--- src/rtl/core/chebmp_pkg.sv ---
package chebmp_pkg;

    // Width of one residue and the prime that all arithmetic is reduced by.
    localparam int RES_W = 30;
    localparam logic [RES_W-1:0] PRIME = 30'd1000000007;

    // Exponent that turns a residue into its inverse (Fermat).
    localparam logic [RES_W-1:0] INV_EXP = 30'd1000000005;

    // Width of the degree field on the port and default width actually used.
    localparam int STEP_W        = 60;
    localparam int STEP_BITS_DEF = 60;

    // Bit counter of the serial multiplier.
    localparam int CNT_W = $clog2(RES_W);

    // Request to the shared modular multiply-add unit: result = (a * b + c) mod PRIME.
    typedef struct packed {
        logic             start;
        logic [RES_W-1:0] a;
        logic [RES_W-1:0] b;
        logic [RES_W-1:0] c;
    } mm_req_t;

    // Response of the unit; result is valid while done is high.
    typedef struct packed {
        logic             done;
        logic [RES_W-1:0] result;
    } mm_rsp_t;

endpackage

--- src/rtl/core/chebmp_modmul.sv ---
module chebmp_modmul
    import chebmp_pkg::*;
(
    input  logic    aclk,
    input  logic    aresetn,
    input  mm_req_t req,
    output mm_rsp_t rsp
);

    // Interleaved multiplication, one bit of b per cycle from the top, followed
    // by a step that adds the addend c.
    logic             busy_reg;
    logic             add_reg;
    logic             done_reg;
    logic [CNT_W-1:0] cnt_reg;
    logic [RES_W-1:0] acc_reg;
    logic [RES_W-1:0] a_reg;
    logic [RES_W-1:0] b_reg;
    logic [RES_W-1:0] c_reg;

    logic [RES_W+1:0] step_sum;
    logic [RES_W+1:0] step_red;
    logic [RES_W+1:0] add_sum;
    logic [RES_W+1:0] add_red;

    localparam logic [RES_W+1:0] P_X  = {2'b00, PRIME};
    localparam logic [RES_W+1:0] P2_X = {1'b0, PRIME, 1'b0};

    always_comb begin
        // Doubled accumulator plus the partial product stays below three primes.
        step_sum = {1'b0, acc_reg, 1'b0} + (b_reg[RES_W-1] ? {2'b00, a_reg} : '0);
        if (step_sum >= P2_X) begin
            step_red = step_sum - P2_X;
        end else if (step_sum >= P_X) begin
            step_red = step_sum - P_X;
        end else begin
            step_red = step_sum;
        end
        add_sum = {2'b00, acc_reg} + {2'b00, c_reg};
        if (add_sum >= P_X) begin
            add_red = add_sum - P_X;
        end else begin
            add_red = add_sum;
        end
    end

    always_ff @(posedge aclk) begin
        if (!aresetn) begin
            busy_reg <= 1'b0;
            done_reg <= 1'b0;
            add_reg  <= 1'b0;
        end else begin
            done_reg <= 1'b0;
            if (req.start) begin
                a_reg    <= req.a;
                b_reg    <= req.b;
                c_reg    <= req.c;
                acc_reg  <= '0;
                cnt_reg  <= '0;
                add_reg  <= 1'b0;
                busy_reg <= 1'b1;
            end else if (busy_reg && !add_reg) begin
                acc_reg <= step_red[RES_W-1:0];
                b_reg   <= {b_reg[RES_W-2:0], 1'b0};
                if (cnt_reg == CNT_W'(RES_W - 1)) begin
                    add_reg <= 1'b1;
                end else begin
                    cnt_reg <= cnt_reg + CNT_W'(1);
                end
            end else if (busy_reg) begin
                acc_reg  <= add_red[RES_W-1:0];
                busy_reg <= 1'b0;
                add_reg  <= 1'b0;
                done_reg <= 1'b1;
            end
        end
    end

    assign rsp.done   = done_reg;
    assign rsp.result = acc_reg;

endmodule

--- src/rtl/core/chebyshev_mod_prime_evaluator.sv ---
// Evaluates l * T_t(d / l) modulo the prime 1000000007 for one transaction at a time.
// Every product goes through a single shared modular multiply-add unit that
// handles one multiplier bit per cycle. An item needs N_inv + 3 + 8 * N_mat
// products, where N_inv is 45 (30 squarings plus 15 multiplications for the inverse
// of l) and N_mat is the number of matrix products for t - 1: one squaring per bit
// up to its highest set bit plus one product per set bit. For a degree of zero the
// result is l itself and is returned without any product. The input is refused
// while an item is at work and until its result transaction has been taken.
module chebyshev_mod_prime_evaluator
    import chebmp_pkg::*;
#(
    parameter int STEP_BITS = STEP_BITS_DEF
) (
    input  logic         aclk,
    input  logic         aresetn,
    input  logic         s_tvalid,
    output logic         s_tready,
    // Fields from bit 0: length_value[29:0], offset_value[59:30], step_count[119:60].
    input  logic [119:0] s_tdata,
    output logic         m_tvalid,
    input  logic         m_tready,
    // Fields from bit 0: result_value[29:0], then two zero bits.
    output logic [31:0]  m_tdata
);

    // Only the degree bits that exist on the port and below STEP_BITS count.
    localparam int EXP_W = (STEP_BITS < STEP_W) ? STEP_BITS : STEP_W;

    typedef enum logic [2:0] {
        ST_IDLE,
        ST_INV,
        ST_RATIO,
        ST_BASE,
        ST_MAT,
        ST_FIN1,
        ST_FIN2,
        ST_OUT
    } state_t;

    state_t state_reg;
    logic   pend_reg;

    logic [RES_W-1:0] len_reg, off_reg, ratio_reg, res_reg, result_reg;
    logic [RES_W-1:0] pow_acc_reg, pow_base_reg;
    logic [CNT_W-1:0] inv_idx_reg;
    logic             inv_phase_reg;
    logic [EXP_W-1:0] exp_reg;
    logic             mat_phase_reg;
    logic [2:0]       mstep_reg;
    logic [RES_W-1:0] tmp_reg;
    logic [RES_W-1:0] prod0_reg, prod1_reg, prod2_reg;
    logic [RES_W-1:0] acc0_reg, acc1_reg, acc2_reg, acc3_reg;
    logic [RES_W-1:0] base0_reg, base1_reg, base2_reg, base3_reg;

    mm_req_t mm_req;
    mm_rsp_t mm_rsp;

    logic [RES_W-1:0] in_len, in_off, in_len_red, in_off_red;
    logic [EXP_W-1:0] in_step;
    logic [RES_W:0]   dbl_ratio, dbl_red;
    logic [RES_W-1:0] left0, left1, left2, left3;
    logic [RES_W-1:0] mat_a, mat_b;

    assign in_len  = s_tdata[29:0];
    assign in_off  = s_tdata[59:30];
    assign in_step = s_tdata[60 +: EXP_W];

    // A 30-bit value is below twice the prime, so one subtraction reduces it.
    assign in_len_red = (in_len >= PRIME) ? in_len - PRIME : in_len;
    assign in_off_red = (in_off >= PRIME) ? in_off - PRIME : in_off;

    assign dbl_ratio = {ratio_reg, 1'b0};
    assign dbl_red   = (dbl_ratio >= {1'b0, PRIME}) ? dbl_ratio - {1'b0, PRIME} : dbl_ratio;

    // Left factor of the matrix product: the running power or the base itself.
    assign left0 = mat_phase_reg ? base0_reg : acc0_reg;
    assign left1 = mat_phase_reg ? base1_reg : acc1_reg;
    assign left2 = mat_phase_reg ? base2_reg : acc2_reg;
    assign left3 = mat_phase_reg ? base3_reg : acc3_reg;

    // Each entry of the product takes two steps: the first term, then the
    // second term added to it.
    always_comb begin
        case (mstep_reg)
            3'd0: begin mat_a = left0; mat_b = base0_reg; end
            3'd1: begin mat_a = left1; mat_b = base2_reg; end
            3'd2: begin mat_a = left0; mat_b = base1_reg; end
            3'd3: begin mat_a = left1; mat_b = base3_reg; end
            3'd4: begin mat_a = left2; mat_b = base0_reg; end
            3'd5: begin mat_a = left3; mat_b = base2_reg; end
            3'd6: begin mat_a = left2; mat_b = base1_reg; end
            3'd7: begin mat_a = left3; mat_b = base3_reg; end
            default: begin mat_a = left0; mat_b = base0_reg; end
        endcase
    end

    // Operands and start of the shared unit for the current state.
    always_comb begin
        mm_req = '0;
        case (state_reg)
            ST_INV: begin
                mm_req.start = !pend_reg && (inv_phase_reg || INV_EXP[inv_idx_reg]);
                mm_req.a     = inv_phase_reg ? pow_base_reg : pow_acc_reg;
                mm_req.b     = pow_base_reg;
            end
            ST_RATIO: begin
                mm_req.start = !pend_reg;
                mm_req.a     = off_reg;
                mm_req.b     = pow_acc_reg;
            end
            ST_MAT: begin
                mm_req.start = !pend_reg && (exp_reg != '0) && (mat_phase_reg || exp_reg[0]);
                mm_req.a     = mat_a;
                mm_req.b     = mat_b;
                mm_req.c     = mstep_reg[0] ? tmp_reg : '0;
            end
            ST_FIN1: begin
                mm_req.start = !pend_reg;
                mm_req.a     = ratio_reg;
                mm_req.b     = acc3_reg;
                mm_req.c     = acc1_reg;
            end
            ST_FIN2: begin
                mm_req.start = !pend_reg;
                mm_req.a     = res_reg;
                mm_req.b     = len_reg;
            end
            default: begin
                mm_req = '0;
            end
        endcase
    end

    chebmp_modmul u_modmul (
        .aclk    (aclk),
        .aresetn (aresetn),
        .req     (mm_req),
        .rsp     (mm_rsp)
    );

    always_ff @(posedge aclk) begin
        if (!aresetn) begin
            state_reg <= ST_IDLE;
            pend_reg  <= 1'b0;
        end else begin
            if (mm_req.start) begin
                pend_reg <= 1'b1;
            end else if (mm_rsp.done) begin
                pend_reg <= 1'b0;
            end
            case (state_reg)
                ST_IDLE: begin
                    if (s_tvalid) begin
                        len_reg <= in_len_red;
                        off_reg <= in_off_red;
                        if (in_step == '0) begin
                            // Degree zero: T_0 is one, so the answer is l itself.
                            result_reg <= in_len_red;
                            state_reg  <= ST_OUT;
                        end else begin
                            exp_reg       <= in_step - EXP_W'(1);
                            pow_acc_reg   <= RES_W'(1);
                            pow_base_reg  <= in_len_red;
                            inv_idx_reg   <= '0;
                            inv_phase_reg <= 1'b0;
                            state_reg     <= ST_INV;
                        end
                    end
                end
                ST_INV: begin
                    if (!pend_reg && !inv_phase_reg && !INV_EXP[inv_idx_reg]) begin
                        inv_phase_reg <= 1'b1;
                    end else if (mm_rsp.done) begin
                        if (!inv_phase_reg) begin
                            pow_acc_reg   <= mm_rsp.result;
                            inv_phase_reg <= 1'b1;
                        end else begin
                            pow_base_reg  <= mm_rsp.result;
                            inv_phase_reg <= 1'b0;
                            if (inv_idx_reg == CNT_W'(RES_W - 1)) begin
                                state_reg <= ST_RATIO;
                            end else begin
                                inv_idx_reg <= inv_idx_reg + CNT_W'(1);
                            end
                        end
                    end
                end
                ST_RATIO: begin
                    if (mm_rsp.done) begin
                        ratio_reg <= mm_rsp.result;
                        state_reg <= ST_BASE;
                    end
                end
                ST_BASE: begin
                    // Companion matrix [[0, -1], [1, 2f]] and the identity.
                    base0_reg     <= '0;
                    base1_reg     <= PRIME - RES_W'(1);
                    base2_reg     <= RES_W'(1);
                    base3_reg     <= dbl_red[RES_W-1:0];
                    acc0_reg      <= RES_W'(1);
                    acc1_reg      <= '0;
                    acc2_reg      <= '0;
                    acc3_reg      <= RES_W'(1);
                    mat_phase_reg <= 1'b0;
                    mstep_reg     <= '0;
                    state_reg     <= ST_MAT;
                end
                ST_MAT: begin
                    if (!pend_reg && exp_reg == '0) begin
                        state_reg <= ST_FIN1;
                    end else if (!pend_reg && !mat_phase_reg && !exp_reg[0]) begin
                        mat_phase_reg <= 1'b1;
                    end else if (mm_rsp.done) begin
                        case (mstep_reg)
                            3'd1: prod0_reg <= mm_rsp.result;
                            3'd3: prod1_reg <= mm_rsp.result;
                            3'd5: prod2_reg <= mm_rsp.result;
                            3'd7: begin
                                if (mat_phase_reg) begin
                                    base0_reg <= prod0_reg;
                                    base1_reg <= prod1_reg;
                                    base2_reg <= prod2_reg;
                                    base3_reg <= mm_rsp.result;
                                end else begin
                                    acc0_reg <= prod0_reg;
                                    acc1_reg <= prod1_reg;
                                    acc2_reg <= prod2_reg;
                                    acc3_reg <= mm_rsp.result;
                                end
                            end
                            default: tmp_reg <= mm_rsp.result;
                        endcase
                        mstep_reg <= mstep_reg + 3'd1;
                        if (mstep_reg == 3'd7) begin
                            if (mat_phase_reg) begin
                                mat_phase_reg <= 1'b0;
                                exp_reg       <= exp_reg >> 1;
                            end else begin
                                mat_phase_reg <= 1'b1;
                            end
                        end
                    end
                end
                ST_FIN1: begin
                    if (mm_rsp.done) begin
                        res_reg   <= mm_rsp.result;
                        state_reg <= ST_FIN2;
                    end
                end
                ST_FIN2: begin
                    if (mm_rsp.done) begin
                        result_reg <= mm_rsp.result;
                        state_reg  <= ST_OUT;
                    end
                end
                ST_OUT: begin
                    if (m_tready) begin
                        state_reg <= ST_IDLE;
                    end
                end
                default: begin
                    state_reg <= ST_IDLE;
                end
            endcase
        end
    end

    assign s_tready = (state_reg == ST_IDLE);
    assign m_tvalid = (state_reg == ST_OUT);
    assign m_tdata  = {2'b00, result_reg};

    // The two channels are never open at the same time.
    assert property (@(posedge aclk) disable iff (!aresetn) !(s_tready && m_tvalid))
        else $error("input and result channels open together");

    // The shared unit is never started while a product is still outstanding.
    assert property (@(posedge aclk) disable iff (!aresetn) mm_req.start |-> !pend_reg)
        else $error("multiplier restarted while busy");

    // A product is only handed back when one was requested.
    assert property (@(posedge aclk) disable iff (!aresetn) mm_rsp.done |-> pend_reg)
        else $error("unexpected multiplier result");

    // Every result is a fully reduced residue.
    assert property (@(posedge aclk) disable iff (!aresetn) m_tvalid |-> (result_reg < PRIME))
        else $error("result not reduced");

endmodule
--- config.mk ---
export PLATFORM = sky130hd
export DESIGN_NAME = chebyshev_mod_prime_evaluator
export DESIGN_NICKNAME = d
export VERILOG_FILES = /design/src/rtl/core/chebmp_pkg.sv /design/src/rtl/core/chebmp_modmul.sv /design/src/rtl/core/chebyshev_mod_prime_evaluator.sv
export SDC_FILE = /design/constraint.sdc
export NUM_CORES = 2
export LEC_CHECK = 0
export ABC_AREA = 0
export BUFFER_PORTS_ARGS = -buffer_cell sky130_fd_sc_hd__buf_2
export CAP_MARGIN = 40
export CORE_MARGIN = 2
export CORE_UTILIZATION = 60
export DETAILED_ROUTE_END_ITERATION = 7
export PLACE_DENSITY = 0.76
export SLEW_MARGIN = 20
export SYNTH_ARGS = -nofsm -noshare
export SYNTH_HDL_FRONTEND = slang
export SYNTH_SLANG_ARGS = --single-unit
--- constraint.sdc ---
create_clock -name aclk -period 20 [get_ports aclk]
set_clock_uncertainty 0.15 [all_clocks]
set_input_delay 3 -clock aclk [delete_from_list [all_inputs] [get_ports aclk]]
set_output_delay 3 -clock aclk [all_outputs]
set_load 0.01 [all_outputs]
* Word level (Yosys, flattened, before mapping) *
Memories as Yosys holds them, arrays and structs flattened. A register that Yosys moved wholly into a read port is not among the register bits.
Cells that the tools add are included.

word-level totals
  register bits after elaboration = 772
  latch bits = 0
  memory bits (writable) = 0
  memory bits (read-only) = 32
  input bits = 124
  output and inout port bits = 34
  word-level logic and storage cells = 304
  memories = 1

memories
  memory            words  bits a word  read ports  clocked after memory_dff  wr ports  RTL line                              RTL
  (name not given)  32     1            1           1                         0         chebyshev_mod_prime_evaluator.sv:171  if (!pend_reg && !inv_phase_reg && !INV_EXP[inv_idx_reg]) begin

operators by class
  add/sub/neg operators = 12
  $mul = 0
  divide/modulo/power cells = 0
  order comparisons = 7
  equality and inequality tests = 42
  shift-type cells = 0
  mux-type cells = 140
  bitwise logic cells = 4
  reductions and logical operators = 64

operator list
  operator                                                                  number
  30-bit 2-to-1 mux                                                         70
  30-bit one-hot mux with 2 select lines                                    12
  60-bit 2-to-1 mux                                                         7
  61-bit one-hot mux with 5 select lines                                    1
  30-bit one-hot mux with 4 select lines                                    2
  30-bit subtractor (second input constant)                                 6
  60-bit zero test                                                          2
  60-bit one-hot mux with 2 select lines                                    1
  31-bit by 30-bit >= comparator with 1-bit output (second input constant)  2
  30-bit >= comparator (second input constant)                              2
  60-bit nonzero test                                                       1
  60-bit by 1-bit subtractor with 60-bit output (second input constant)     1
  5-bit 2-to-1 mux                                                          9
  3-bit 2-to-1 mux                                                          14
  31-bit by 30-bit adder with 32-bit output                                 1
  32-bit by 30-bit >= comparator with 1-bit output (second input constant)  1
  32-bit by 31-bit >= comparator with 1-bit output (second input constant)  1
  2-bit != test (second input constant)                                     16
  30-bit by 30-bit adder with 31-bit output                                 1
  7-bit AND reduction                                                       4
  3-bit == test (second input constant)                                     8
  3-bit one-hot mux with 8 select lines                                     1
  6-bit AND reduction                                                       4
  5-bit AND reduction                                                       4
  28 further kinds                                                          98

* Logic depth before layout (Yosys ltp) *
  depth in word-level cells = 7
  mapped depth = 19
  depth with buffers taken out = 16

* By module *
Synthesis repeated with hierarchy kept, for this count alone.

unflattened totals
  cells, all modules = 3748
  area total of the unflattened synthesis = 42066.6 µm²

by module, submodules not included
  module                         instances  cells each  area each (µm²)  seq. area each (µm²)
  chebyshev_mod_prime_evaluator  1          2523        30848.3          19318.5
  chebmp_modmul                  1          1225        11218.3          3813.7

* Worst setup path before layout *
No wires, ideal clock.

  path kind = input to register
  start point = input aresetn
  end point = register base0_reg[0], enable pin
  arrival time = 8.717 ns
  required time = 19.237 ns
  path slack = 10.519 ns
  stages = 4
  buffers on the path = 0
  path through = inv_1 a21oi_1 and2_1 nor2b_1

on the way
  longest elaborated chain between the ends = 1

ends and longest elaborated chain
  item                           RTL line                              RTL
  from (decl)                    chebyshev_mod_prime_evaluator.sv:15   input logic aresetn,
  7-bit AND reduction (no line)  -
  to (signal assigned)           chebyshev_mod_prime_evaluator.sv:220  base0_reg <= prod0_reg;
  to (decl)                      chebyshev_mod_prime_evaluator.sv:53   logic [RES_W-1:0] base0_reg, base1_reg, base2_reg, base3_reg;

Every way passes these cells.
A chain may end at the register's enable or synchronous reset.

* Worst setup path in the final report *
  start point = register u_modmul.acc_reg[1]
  end point = register u_modmul.acc_reg[11], data pin

on the way
  longest elaborated chain between the ends = 5
  elaborated cells on any way between the ends = 13
  those cells by class = add/sub (5); order compare (3); mux (5)

ends and longest elaborated chain
  item                                                                                                    RTL line                                  RTL
  from (decl)                                                                                             chebmp_modmul.sv:16                       logic [RES_W-1:0] acc_reg;
  from (signal assigned)                                                                                  chebmp_modmul.sv:63                       acc_reg <= step_red[RES_W-1:0];
  from (signal assigned)                                                                                  chebmp_modmul.sv:71                       acc_reg <= add_red[RES_W-1:0];
  31-bit by 30-bit adder with 32-bit output or 30-bit by 30-bit adder with 31-bit output (tied branches)  chebmp_modmul.sv:31, chebmp_modmul.sv:39
  30-bit subtractor, or another cell as far along                                                         chebmp_modmul.sv:35                       step_red = step_sum - P_X;
  30-bit 2-to-1 mux, on equally long branches                                                             chebmp_modmul.sv:34, chebmp_modmul.sv:40
  30-bit 2-to-1 mux, on equally long branches                                                             chebmp_modmul.sv:32, chebmp_modmul.sv:70
  30-bit 2-to-1 mux (*)                                                                                   chebmp_modmul.sv:62                       end else if (busy_reg && !add_reg) begin

Every way passes the cells marked *; elsewhere a longest branch is shown, timed or not. The select of a mux whose other input is x is not followed.

==> metrics <==
Root Buffer clkbuf_16; vias in the first global route 31272; post-synthesis register bit count between 700 and 800; Final HPWL DP approximately 87 mm; clock buffer count from CTS 76; clk slew on worst S/H paths around 60 ps; core area 70300 µm²; Max Slew Vio Count 0; drt total wl 123 mm; required time of the critical path 20230 ps; clock latency on the worst-skew pair ~630 ps; port buffer count 155; Worst R2R Path Depth 14; fmax 153 MHz; gr ovfl total 0; max FFs per register 60; DRT Pass-1 Iters 8; post-synth design cell area 42700 µm²; Worst Hold Path Cells 1; Final Cycle Share 0.327; ant diodes 0; sequential share of the synthesized area 0.542; Async S/R FF share, synth 0; via count roughly 33000; Period minus WS final approximately 6500 ps; power density cells approximately 160 nW/µm²; Post-synth top flop edfxtp_1; pin count of the biggest net entering global routing between 100 and 150; # DRC 9; violated checks design-rule violations; Area Growth Syn to Fin 10.2%; Worst Setup Path Type flip-flop to flip-flop; antenna viol nets, final 0; CP Capture Type flip-flop; final hold vios 0; Syn Inst Count 3819; H-Tree Depth 3; antenna violations before repair 2; max-cap viol count 0; status complete, but fails checks; critical path arrival 6760 ps; I/O Pins between 150 and 200; DRT iter0 DRCs roughly 4100; GPL Wtd Cong between 0.9 and 1; GRT Resource Usage Total 0.332; crit path max fanout 14; wire per inst between 20 and 30 µm; Syn. warnings 0; P_leak between 15 and 20 nW; Post-CTS Setup Bufs 0; row cnt between 90 and 100; slew margin rel. 0.258; final setup vio count 0; die width around 270 µm; Die Footprint between 70000 and 80000 µm²; worst vdd ir approximately 0.12 mV; chip height 271 µm; clk sinks 773; Distinct cells, synth 114; RSZ-0062 raised after global routing false; Avg Cell Area, Syn 11.2 µm²; Pwr Total roughly 7.5 mW; Starting Density 0.608; Worst Hold Slack ~370 ps; CTS tree built; routed vias/inst 6.70; Hold Path Class flip-flop to flip-flop; Post-synth EDFFs 765; CTS max path bufs 3; Slew @ Worst Pin roughly 1100 ps; post-cts sizing count 0; hold-fix buffer count after cts 0; final std cells w/o fill a little under 5000; first-pass GRT wire length ~190 mm; ratio of cells with drive above 1 in the final layout 0.127; setup TNS 0 ps; Cells after DPL ~4700; type of origin of the critical path flip-flop; Final Net Count roughly 4000
-- cells in the mapped netlist, drive strengths merged (83+ instances only) --
library cell | n | area share
and3 | 142 | 0.021
edfxtp | 765 | 0.54
clkbuf | 178 | 0.016
nand2 | 357 | 0.031
a21oi | 196 | 0.023
o21ai | 186 | 0.022
inv | 83 | 0.0073
nor2 | 309 | 0.027
mux2i | 177 | 0.041
a222oi | 87 | 0.020
xnor2 | 116 | 0.024
and2 | 90 | 0.013
-- per-layer routing --
| metal | up-vias | global-route usage | wire [µm] |
|---|---|---|---|
| met3 | 311 | 0.0545 | 11600 |
| li1 | 14748 | - | - |
| met1 | 15935 | 0.459 | 49200 |
| met2 | 1742 | 0.517 | 56500 |
| met4 | 0 | 0.155 | 6020 |
| met5 | - | 0 | 0 |
-- cells in the final DEF (no fill, tap or decap), types with 57 or more instances in the layout --
master	n
xnor2_1	115
and2_1	88
nor3_1	72
clkbuf_16	79
o21ai_0	169
buf_2	157
mux2i_1	177
ha_1	79
a21oi_1	189
edfxtp_1	765
nor2_1	302
xor2_1	70
inv_1	82
nand2_1	354
mux2_2	70
and3_1	139
nand3_1	57
a222oi_1	87
-- through the flow --
step           cell area (µm²)  worst slack (ps)   util
5_1_grt                  47100             13310  0.670
3_5_place_dp             44400             12630  0.633
2_1_floorplan            42700             10520      -
4_1_cts                  46900             13260  0.668
3_3_place_gp             44200             12700  0.630
6_report                 47100             13470  0.670
-- power breakdown --
part           switching [mW]  leakage, nW  internal, mW
registers               0.255         7.07          2.22
clock network           0.606         1.22         0.844
logic                    2.35         8.68          1.27
total                    3.21         17.0          4.34
-- worst paths after layout --
check | startpoint | to | slack [ps]
setup / recovery | u_modmul.acc_reg[1] | u_modmul.acc_reg[11] | 13470
hold / removal | tmp_reg[17] | u_modmul.c_reg[17] | 370
setup reg to reg | u_modmul.acc_reg[1] | u_modmul.acc_reg[11] | 13470
hold reg to reg | tmp_reg[17] | u_modmul.c_reg[17] | 370
-- critical path: stages (launching register included) --
cell and delay (ps):
edfxtp_1 750, inv_1 410, fa_1 570, nand2b_1 250, a21o_1 300, a2111oi_4 620
o21ai_1 220, and2_1 260, a211oi_2 360, o22ai_2 250, o211ai_2 700, and2_1 730
nor3_1 130, or3_1 330, a32o_1 240
-- layout make-up --
type | count | area, µm²
multi-input cells | 2727 | 18400
clock inverters | 37 | 413
fillers | 5233 | 23200
flip-flops and latches | 773 | 23100
well taps | 940 | 1180
inverters | 83 | 312
clock buffers | 99 | 2060
repair buffers | 225 | 1540
-- cell families after synthesis --
family / after synthesis / share of synthesized area
and+or+nand+nor: 1282 / 0.149
buffers and inverters: 320 / 0.0300
xor gates and xnor gates: 187 / 0.0390
DFF: 773 / 0.542
muxes: 248 / 0.0603
other: 1 / 0.0000878
AOI/OAI and AO/OA: 924 / 0.155
adders and majority gates: 84 / 0.0250
(Power assumes the default switching activity.)
